===== config.mk =====
export PLATFORM = sky130hd
export DESIGN_NAME = hsv_to_rgb_8bit_top_flat
export DESIGN_NICKNAME = d
export VERILOG_FILES = /design/src/design/h2r_pkg.sv /design/src/design/h2r_hsv_if.sv /design/src/design/h2r_rgb_if.sv /design/src/design/h2r_hue_frac.sv /design/src/design/h2r_numer.sv /design/src/design/h2r_round_div.sv /design/src/design/hsv_to_rgb_8bit_top.sv /design/src/flat_wrapper.sv
export SDC_FILE = /design/constraint.sdc
export NUM_CORES = 2
export LEC_CHECK = 0
export BUFFER_PORTS_ARGS = -buffer_cell sky130_fd_sc_hd__buf_2
export CORE_ASPECT_RATIO = 1.2
export CORE_UTILIZATION = 35
export CTS_BUF_LIST = sky130_fd_sc_hd__clkbuf_8
export DETAILED_ROUTE_END_ITERATION = 12
export GPL_ROUTABILITY_DRIVEN = 1
export PLACE_DENSITY = 0.47
export SLEW_MARGIN = 20
export SYNTH_ARGS = -nofsm -noshare
export SYNTH_HDL_FRONTEND = slang
export SYNTH_SLANG_ARGS = --single-unit
export TNS_END_PERCENT = 5

===== constraint.sdc =====
create_clock -name clk -period 18.2 [get_ports clk]
set_clock_uncertainty 0.15 [all_clocks]
set_input_delay 1.82 -clock clk [delete_from_list [all_inputs] [get_ports clk]]
set_output_delay 1.82 -clock clk [all_outputs]
set_load 0.03 [all_outputs]

===== src/design/h2r_pkg.sv =====
// shared types, widths and constants of the hsv to rgb converter
`timescale 1ns / 1ps

package h2r_pkg;

  // channel and intermediate widths
  localparam int CH_W  = 8;   // one colour channel
  localparam int R_W   = 7;   // remainder within a sector, 0..84
  localparam int MUL_W = 15;  // saturation times sector fraction, up to 21675
  localparam int NP_W  = 16;  // v * (255 - s)
  localparam int NQ_W  = 23;  // v * (21675 - s * r)

  // hue circle geometry
  localparam int unsigned SECTOR_DEN = 85;
  localparam int unsigned SECTOR_CNT = 6;
  localparam int unsigned FULL_SCALE = 255;
  localparam int unsigned FRAC_DEN   = FULL_SCALE * SECTOR_DEN;

  // hue sectors, named by the colours at their ends
  typedef enum logic [2:0] {
    SEC_RY,
    SEC_YG,
    SEC_GC,
    SEC_CB,
    SEC_BM,
    SEC_MR
  } h2r_sector_t;

  // per-stage load enables
  typedef struct packed {
    logic s1;
    logic s2;
    logic s3;
    logic s4;
    logic s5;
    logic s6;
    logic s7;
  } h2r_stage_en_t;

  // payload after the fraction products
  typedef struct packed {
    h2r_sector_t            sector;
    logic [CH_W-1:0]        v;
    logic [CH_W-1:0]        ps;
    logic [MUL_W-1:0]       mq;
    logic [MUL_W-1:0]       mt;
  } h2r_frac_t;

  // payload after the numerator products
  typedef struct packed {
    h2r_sector_t            sector;
    logic [CH_W-1:0]        v;
    logic [NP_W-1:0]        np;
    logic [NQ_W-1:0]        nq;
    logic [NQ_W-1:0]        nt;
  } h2r_numer_t;

  // sideband carried next to the dividers
  typedef struct packed {
    h2r_sector_t            sector;
    logic [CH_W-1:0]        v;
  } h2r_side_t;

endpackage


===== src/design/h2r_hsv_if.sv =====
// input channel: hue, saturation and brightness with valid and ready
`timescale 1ns / 1ps

interface h2r_hsv_if;
  logic                     valid;
  logic                     ready;
  logic [h2r_pkg::CH_W-1:0] hue;
  logic [h2r_pkg::CH_W-1:0] saturation;
  logic [h2r_pkg::CH_W-1:0] brightness;

  modport source (output valid, output hue, output saturation, output brightness,
                  input ready);
  modport sink   (input valid, input hue, input saturation, input brightness,
                  output ready);
endinterface


===== src/design/h2r_rgb_if.sv =====
// result channel: red, green and blue with valid and ready
`timescale 1ns / 1ps

interface h2r_rgb_if;
  logic                     valid;
  logic                     ready;
  logic [h2r_pkg::CH_W-1:0] red;
  logic [h2r_pkg::CH_W-1:0] green;
  logic [h2r_pkg::CH_W-1:0] blue;

  modport source (output valid, output red, output green, output blue,
                  input ready);
  modport sink   (input valid, input red, input green, input blue,
                  output ready);
endinterface


===== src/design/h2r_hue_frac.sv =====
// stages one and two: hue sector split and saturation fraction products
`timescale 1ns / 1ps

module h2r_hue_frac (
  input  logic                      clk,
  input  h2r_pkg::h2r_stage_en_t    en,
  input  logic [h2r_pkg::CH_W-1:0]  hue,
  input  logic [h2r_pkg::CH_W-1:0]  sat,
  input  logic [h2r_pkg::CH_W-1:0]  bri,
  output h2r_pkg::h2r_frac_t        frac
);
  import h2r_pkg::*;

  logic [CH_W:0]    twice;
  logic [CH_W:0]    base;
  h2r_sector_t      sec_nxt;
  logic [R_W-1:0]   rem_nxt;

  h2r_sector_t      sec_r;
  logic [R_W-1:0]   rem_r;
  logic [CH_W-1:0]  sat_r;
  logic [CH_W-1:0]  bri_r;
  h2r_frac_t        frac_nxt;
  h2r_frac_t        frac_r;

  // sector = floor(2h / 85), the top boundary wraps to sector zero
  always_comb begin
    twice   = {hue, 1'b0};
    sec_nxt = SEC_RY;
    base    = '0;
    for (int k = 1; k < SECTOR_CNT; k++) begin
      if (twice >= (CH_W+1)'(k * SECTOR_DEN)) begin
        sec_nxt = h2r_sector_t'(3'(k));
        base    = (CH_W+1)'(k * SECTOR_DEN);
      end
    end
    if (twice >= (CH_W+1)'(SECTOR_CNT * SECTOR_DEN)) begin
      sec_nxt = SEC_RY;
      base    = twice;
    end
    rem_nxt = R_W'(twice - base);
  end

  always_ff @(posedge clk) begin
    if (en.s1) begin
      sec_r <= sec_nxt;
      rem_r <= rem_nxt;
      sat_r <= sat;
      bri_r <= bri;
    end
  end

  always_comb begin
    frac_nxt.sector = sec_r;
    frac_nxt.v      = bri_r;
    frac_nxt.ps     = CH_W'(FULL_SCALE) - sat_r;
    frac_nxt.mq     = MUL_W'(sat_r) * MUL_W'(rem_r);
    frac_nxt.mt     = MUL_W'(sat_r) * MUL_W'(R_W'(SECTOR_DEN) - rem_r);
  end

  always_ff @(posedge clk) begin
    if (en.s2) begin
      frac_r <= frac_nxt;
    end
  end

  assign frac = frac_r;

endmodule


===== src/design/h2r_numer.sv =====
// stage three: brightness times the p, q and t factors
`timescale 1ns / 1ps

module h2r_numer (
  input  logic                      clk,
  input  h2r_pkg::h2r_stage_en_t    en,
  input  h2r_pkg::h2r_frac_t        frac,
  output h2r_pkg::h2r_numer_t       numer
);
  import h2r_pkg::*;

  h2r_numer_t numer_nxt;
  h2r_numer_t numer_r;

  always_comb begin
    numer_nxt.sector = frac.sector;
    numer_nxt.v      = frac.v;
    numer_nxt.np     = NP_W'(frac.v) * NP_W'(frac.ps);
    numer_nxt.nq     = NQ_W'(frac.v) * NQ_W'(MUL_W'(FRAC_DEN) - frac.mq);
    numer_nxt.nt     = NQ_W'(frac.v) * NQ_W'(MUL_W'(FRAC_DEN) - frac.mt);
  end

  always_ff @(posedge clk) begin
    if (en.s3) begin
      numer_r <= numer_nxt;
    end
  end

  assign numer = numer_r;

endmodule


===== src/design/h2r_round_div.sv =====
// stages four to six: divide by a constant, rounding half up
`timescale 1ns / 1ps

module h2r_round_div #(
  parameter int          NumW = h2r_pkg::NQ_W,
  parameter int unsigned Den  = h2r_pkg::FRAC_DEN
) (
  input  logic                      clk,
  input  h2r_pkg::h2r_stage_en_t    en,
  input  logic [NumW-1:0]           num,
  output logic [h2r_pkg::CH_W-1:0]  quo
);
  import h2r_pkg::*;

  // x = 2n + d, quotient = floor(x / 2d); estimate by reciprocal, then one fix-up
  localparam int                XW    = NumW + 1;
  localparam longint unsigned   DEN2  = 2 * Den;
  localparam longint unsigned   RECIP = (64'd1 << XW) / DEN2;
  localparam int                MW    = $clog2(RECIP + 1);
  localparam int                PW    = XW + MW;

  logic [XW-1:0]    x_r;
  logic [XW-1:0]    x2_r;
  logic [PW-1:0]    prod;
  logic [CH_W-1:0]  est_r;
  logic [XW-1:0]    back;
  logic [XW-1:0]    rem;
  logic [CH_W-1:0]  quo_r;

  always_ff @(posedge clk) begin
    if (en.s4) begin
      x_r <= {num, 1'b0} + XW'(Den);
    end
  end

  // estimate is the true quotient or one below
  assign prod = PW'(x_r) * PW'(RECIP);

  always_ff @(posedge clk) begin
    if (en.s5) begin
      est_r <= prod[XW +: CH_W];
      x2_r  <= x_r;
    end
  end

  assign back = XW'(est_r) * XW'(DEN2);
  assign rem  = x2_r - back;

  always_ff @(posedge clk) begin
    if (en.s6) begin
      quo_r <= (rem >= XW'(DEN2)) ? est_r + CH_W'(1) : est_r;
    end
  end

  assign quo = quo_r;

endmodule


===== src/design/hsv_to_rgb_8bit_top.sv =====
// hsv to rgb converter, 8 bits per channel, seven-stage pipeline
// an accepted item shows on out_rgb once it has been loaded into stage seven, the output register
// throughput: one item per clock if out_rgb ready; a stage holds one item, refills as it drains
// a stall on out_rgb backs up stage by stage, so bubbles are squeezed out
// reset (synchronous, active low) clears only the stage valid bits
`timescale 1ns / 1ps

module hsv_to_rgb_8bit_top (
  input  logic        clk,
  input  logic        rst_n,
  h2r_hsv_if.sink     in_hsv,
  h2r_rgb_if.source   out_rgb
);
  import h2r_pkg::*;

  // stage map
  //   1  sector and in-sector remainder from hue
  //   2  s * r, s * (85 - r), 255 - s
  //   3  v times the three factors
  //   4  2n + d for each divider
  //   5  reciprocal estimate of the quotient
  //   6  one-step correction of the estimate
  //   7  sector routing into the output register
  // zero saturation needs no special path: p, q and t all come out equal to v

  localparam int STAGES = 7;

  logic [STAGES:1]  vld_r;
  logic [STAGES:1]  vld_nxt;
  logic [STAGES:1]  en_vec;
  h2r_stage_en_t    en;

  h2r_frac_t        frac;
  h2r_numer_t       numer;
  logic [CH_W-1:0]  p_quo;
  logic [CH_W-1:0]  q_quo;
  logic [CH_W-1:0]  t_quo;

  h2r_side_t        side_r [3];

  logic [CH_W-1:0]  red_nxt;
  logic [CH_W-1:0]  green_nxt;
  logic [CH_W-1:0]  blue_nxt;
  logic [CH_W-1:0]  red_r;
  logic [CH_W-1:0]  green_r;
  logic [CH_W-1:0]  blue_r;

  // a stage loads when it is empty or the stage after it loads too
  always_comb begin
    en_vec[STAGES] = !vld_r[STAGES] || out_rgb.ready;
    for (int i = STAGES - 1; i >= 1; i--) begin
      en_vec[i] = !vld_r[i] || en_vec[i+1];
    end
  end

  always_comb begin
    en.s1 = en_vec[1];
    en.s2 = en_vec[2];
    en.s3 = en_vec[3];
    en.s4 = en_vec[4];
    en.s5 = en_vec[5];
    en.s6 = en_vec[6];
    en.s7 = en_vec[7];
  end

  // valid bits move with the data, held where the stage is stalled
  always_comb begin
    vld_nxt[1] = en_vec[1] ? in_hsv.valid : vld_r[1];
    for (int i = 2; i <= STAGES; i++) begin
      vld_nxt[i] = en_vec[i] ? vld_r[i-1] : vld_r[i];
    end
  end

  always_ff @(posedge clk) begin
    if (!rst_n) begin
      vld_r <= '0;
    end else begin
      vld_r <= vld_nxt;
    end
  end

  assign in_hsv.ready = en_vec[1];

  // stages one and two
  h2r_hue_frac u_hue_frac (
    .clk  (clk),
    .en   (en),
    .hue  (in_hsv.hue),
    .sat  (in_hsv.saturation),
    .bri  (in_hsv.brightness),
    .frac (frac)
  );

  // stage three
  h2r_numer u_numer (
    .clk   (clk),
    .en    (en),
    .frac  (frac),
    .numer (numer)
  );

  // stages four to six: p over 255, q and t over 21675
  h2r_round_div #(
    .NumW (NP_W),
    .Den  (FULL_SCALE)
  ) u_div_p (
    .clk (clk),
    .en  (en),
    .num (numer.np),
    .quo (p_quo)
  );

  h2r_round_div #(
    .NumW (NQ_W),
    .Den  (FRAC_DEN)
  ) u_div_q (
    .clk (clk),
    .en  (en),
    .num (numer.nq),
    .quo (q_quo)
  );

  h2r_round_div #(
    .NumW (NQ_W),
    .Den  (FRAC_DEN)
  ) u_div_t (
    .clk (clk),
    .en  (en),
    .num (numer.nt),
    .quo (t_quo)
  );

  // sector and brightness ride alongside the dividers
  always_ff @(posedge clk) begin
    if (en.s4) begin
      side_r[0].sector <= numer.sector;
      side_r[0].v      <= numer.v;
    end
    if (en.s5) begin
      side_r[1] <= side_r[0];
    end
    if (en.s6) begin
      side_r[2] <= side_r[1];
    end
  end

  // route v, p, q, t to the channels by sector
  always_comb begin
    unique case (side_r[2].sector)
      SEC_RY: begin
        red_nxt   = side_r[2].v;
        green_nxt = t_quo;
        blue_nxt  = p_quo;
      end
      SEC_YG: begin
        red_nxt   = q_quo;
        green_nxt = side_r[2].v;
        blue_nxt  = p_quo;
      end
      SEC_GC: begin
        red_nxt   = p_quo;
        green_nxt = side_r[2].v;
        blue_nxt  = t_quo;
      end
      SEC_CB: begin
        red_nxt   = p_quo;
        green_nxt = q_quo;
        blue_nxt  = side_r[2].v;
      end
      SEC_BM: begin
        red_nxt   = t_quo;
        green_nxt = p_quo;
        blue_nxt  = side_r[2].v;
      end
      default: begin
        red_nxt   = side_r[2].v;
        green_nxt = p_quo;
        blue_nxt  = q_quo;
      end
    endcase
  end

  // output register, stage seven
  always_ff @(posedge clk) begin
    if (en.s7) begin
      red_r   <= red_nxt;
      green_r <= green_nxt;
      blue_r  <= blue_nxt;
    end
  end

  assign out_rgb.valid = vld_r[STAGES];
  assign out_rgb.red   = red_r;
  assign out_rgb.green = green_r;
  assign out_rgb.blue  = blue_r;

endmodule

===== src/flat_wrapper.sv =====
// flat-port wrapper written by rule: the top's interface ports become plain ports
module hsv_to_rgb_8bit_top_flat import h2r_pkg::*;
  (clk, rst_n, in_hsv_valid, in_hsv_hue, in_hsv_saturation, in_hsv_brightness, in_hsv_ready, out_rgb_valid, out_rgb_red, out_rgb_green, out_rgb_blue, out_rgb_ready);
  h2r_hsv_if in_hsv_i ();
  h2r_rgb_if out_rgb_i ();
  input  logic clk;
  input  logic rst_n;
  input wire logic [$bits(in_hsv_i.valid)-1:0] in_hsv_valid;
  input wire logic [$bits(in_hsv_i.hue)-1:0] in_hsv_hue;
  input wire logic [$bits(in_hsv_i.saturation)-1:0] in_hsv_saturation;
  input wire logic [$bits(in_hsv_i.brightness)-1:0] in_hsv_brightness;
  output wire logic [$bits(in_hsv_i.ready)-1:0] in_hsv_ready;
  output wire logic [$bits(out_rgb_i.valid)-1:0] out_rgb_valid;
  output wire logic [$bits(out_rgb_i.red)-1:0] out_rgb_red;
  output wire logic [$bits(out_rgb_i.green)-1:0] out_rgb_green;
  output wire logic [$bits(out_rgb_i.blue)-1:0] out_rgb_blue;
  input wire logic [$bits(out_rgb_i.ready)-1:0] out_rgb_ready;
  assign in_hsv_i.valid = in_hsv_valid;
  assign in_hsv_i.hue = in_hsv_hue;
  assign in_hsv_i.saturation = in_hsv_saturation;
  assign in_hsv_i.brightness = in_hsv_brightness;
  assign in_hsv_ready = in_hsv_i.ready;
  assign out_rgb_valid = out_rgb_i.valid;
  assign out_rgb_red = out_rgb_i.red;
  assign out_rgb_green = out_rgb_i.green;
  assign out_rgb_blue = out_rgb_i.blue;
  assign out_rgb_i.ready = out_rgb_ready;
  hsv_to_rgb_8bit_top u_core (.clk(clk), .rst_n(rst_n), .in_hsv(in_hsv_i), .out_rgb(out_rgb_i));
endmodule

==> Flow_metrics.wiki <==
{| class="wikitable"
! Metric !! Value
|-
| Outcome || finished, violations left
|-
| Failing checks || DRC
|-
| Number of max-slew violations in the final report || 0
|-
| Cell count along the critical path || 26
|-
| Hold Path Stages || 0
|-
| Depth of the CTS H-tree || 3
|-
| Top-level I/O count || 54
|-
| Number of warnings printed during yosys synthesis || 0
|-
| Mapped Avg Cell Area || 10.60 um2
|-
| Share of synthesized registers carrying an async set or reset || 0%
|-
| Vias per cell || 4.732
|-
| Most frequent cells in the layout || 664 x inv_1, 627 x ha_1, 440 x fa_1
|-
| Arrival time at the worst endpoint || 8.04 ns
|-
| Total instance count after detailed placement || 5523
|-
| Post-route non-filler standard cell count || 5660
|-
| Starting utilization of the core area || 35.22%
|-
| Launching element type of the critical path || register
|-
| Clock-pin slew of the registers on the worst-case setup and hold paths || 0.06 ns
|-
| Total wirelength of the detailed-routed design || 89440 um
|-
| Hpwl dp || 72830 um
|-
| Number of global-route vias before repair || 28872
|-
| DRC violation count after routing || 2
|-
| Count of cells along the worst register-to-register path || 26
|-
| Total setup violations reported at the end of the flow || 0
|-
| Area growth syn-to-layout || 8.441%
|-
| Type of element capturing the critical path || register
|-
| Portion of the post-synthesis area used by sequential elements || 27.23%
|-
| Number of hold buffers added after CTS || 0
|-
| CTS tree || yes
|-
| Die height || 381.9 um
|-
| Fmax || 129.4 MHz
|-
| Master of the slowest instance on the critical path || or4_1
|-
| Number of maximum-capacitance constraint violations || 0
|-
| Synthesized instance count || 3970
|-
| Final worst path period need || 7.729 ns
|-
| Aggregate global-route resource usage || 15.34%
|-
| Drt wl/cell || 15.80 um
|-
| Share of the clock period used by the worst path || 42.47%
|-
| Area of the core || 0.1195 mm2
|-
| Critical path's largest stage delay || 0.63 ns
|-
| # port buffers || 53
|-
| # clock sinks || 384
|-
| Number of routed nets with antenna violations || 0
|-
| Rel. slew slack || 31.87%
|-
| Count of flip-flops with a built-in enable after synthesis || 377
|-
| Layout filler cell count || 11864
|-
| Final #Nets || 5144
|-
| Critical path class || register to register
|-
| Post-synthesis instance area || 0.04208 mm2
|-
| Synthesis-stage register bit count || 384
|-
| Latest clock arrival within the worst-skew pair || 0.72 ns
|-
| Overall die area || 0.1216 mm2
|-
| Layout Utilization || 38.20%
|-
| Wire length of the first global-routing pass || 150100 um
|-
| Commonest non-fill, non-tap cell in the layout || inv_1
|-
| Setup repair after global routing missed its margin || false
|-
| Initial DRT Pass Iterations || 9
|-
| Top FF cell, synth || edfxtp_1
|-
| Req. time, crit path || 18.51 ns
|-
| Antenna violations before repair || 4
|-
| Cell area reported after detailed placement || 0.04416 mm2
|-
| Worst Tran Pin Value || 1.022 ns
|-
| Final number of hold-violating endpoints || 0
|-
| Clock buffers created by TritonCTS || 75
|-
| Post-route cell area || 0.04564 mm2
|-
| Total grt overflow || 0
|-
| Cell variety after synth || 76
|-
| Post-CTS Repair Setup Buffers || 0
|-
| Highest net fanout along the worst path || 8
|-
| Total via count in the routed design || 26784
|-
| Largest buffer count on any clock path || 3
|-
| Die X-Extent || 318.5 um
|-
| Path class of the lowest-slack min-delay path || register to register
|-
| Synthesized Nets || 5065
|-
| Delay-heaviest family, CP || adder cells
|-
| Routability cong. || 0.8181
|-
| Cells resized by post-CTS repair || 0
|-
| Share of final-layout standard cells stronger than drive strength 1 || 5.672%
|-
| Site row count || 139
|-
| Number of violations reported at the end of detailed-routing iteration 0 || 1016
|-
| Maximum number of pins on one net before global-route repair || 76
|-
| Setup Total Neg Slack || 0 ns
|-
| CP bufs+invs || 2
|-
| Clock root buffer master || clkbuf_8
|}
## area by class of cell
class	instances	area, um2	area share [%]
multi-input combinational	2870	27930	61.21
sequential	384	11460	25.11
inverter	650	2442	5.352
tap	1551	1941	4.252
clock buffer	84	1156	2.533
timing repair buffer	68	377.9	0.8280
clock inverter	52	321.6	0.7046
antenna	1	2.502	0.005483
## Yosys cell counts (all sizes together) (14+ instances only)
master / instances / area, um2
inv: 650 / 2440
o21a: 47 / 352.8
nor2: 153 / 574.3
nand2b: 53 / 331.6
and3: 21 / 132.6
fa: 440 / 8808
clkbuf: 62 / 234.0
nor3: 40 / 200.2
o21ai: 114 / 570.6
nand3: 41 / 205.2
o21bai: 19 / 142.6
mux2i: 28 / 280.3
ha: 627 / 7845
nand4: 17 / 106.4
a21o: 58 / 435.4
a211oi: 28 / 210.2
o211ai: 14 / 115.1
mux2: 23 / 262.8
edfxtp: 377 / 11320
o22ai: 18 / 112.6
nor2b: 79 / 494.2
xor2: 95 / 832.1
a21oi: 174 / 874.6
nand2: 244 / 915.9
xnor2: 194 / 1699
a21boi: 15 / 112.6
and2: 200 / 1254
## worst paths after layout
path                            slack [ns]                                  from                              endpoint
worst max-delay path                 10.47     u_core.u_div_q.est_r[6]$_DFFE_PP_       u_core.u_div_q.quo[1]$_DFFE_PP_
worst min-delay path                  0.26  u_core.u_hue_frac.bri_r[4]$_DFFE_PP_  u_core.u_hue_frac.frac[42]$_DFFE_PP_
worst min register to register        0.26  u_core.u_hue_frac.bri_r[4]$_DFFE_PP_  u_core.u_hue_frac.frac[42]$_DFFE_PP_
worst max register to register       10.47     u_core.u_div_q.est_r[6]$_DFFE_PP_       u_core.u_div_q.quo[1]$_DFFE_PP_
## kinds of logic (layout without fill, tap and decap cells)
kind of cell / after synthesis / in the layout / share of synthesized area, %
compound gates: 558 / 558 / 8.423
xor+xnor: 289 / 289 / 6.015
fa+ha+maj: 1067 / 1067 / 39.57
buf+inv: 716 / 854 / 6.407
flops: 384 / 384 / 27.23
mux: 51 / 51 / 1.290
other cells: 0 / 1 / 0
simple gates: 905 / 905 / 11.06
## metal layers
metal  global-route usage (%)  share of wire (%)  vias up
li1                         -                  -    13470
met1                    19.15                 45    12909
met2                    26.94                 49      294
met3                    2.153                2.8      111
met4                    5.341                2.9        0
met5                        0                  0        -
## metrics by stage
stage / hold slack [ns] / worst slack [ns]
global placement: 0.2532 / 10.62
finish: 0.2623 / 10.47
floorplan: 0.2503 / 11.26
global route: 0.2577 / 10.11
CTS: 0.2603 / 10.46
detailed placement: 0.2554 / 10.52
## state kept, by name (all words and copies together) (netlist names), 8 cells and up
signal / flops
u_core.u_numer.numer: 73
u_core.u_hue_frac.frac: 49
u_core.side_r: 33
u_core.u_div_q.x2_r: 23
u_core.u_div_q.x_r: 23
u_core.u_div_t.x2_r: 23
u_core.u_div_t.x_r: 23
u_core.u_div_p.x2_r: 16
u_core.u_div_p.x_r: 16
u_core.out_rgb.blue: 8
u_core.out_rgb.green: 8
u_core.out_rgb.red: 8
u_core.u_div_p.est_r: 8
u_core.u_div_p.quo: 8
u_core.u_div_q.est_r: 8
u_core.u_div_q.quo: 8
u_core.u_div_t.est_r: 8
u_core.u_div_t.quo: 8
u_core.u_hue_frac.bri_r: 8
u_core.u_hue_frac.sat_r: 8
Power is not shown: default switching activity piles up to over one toggle a cycle in this logic, so the estimate is an artifact.
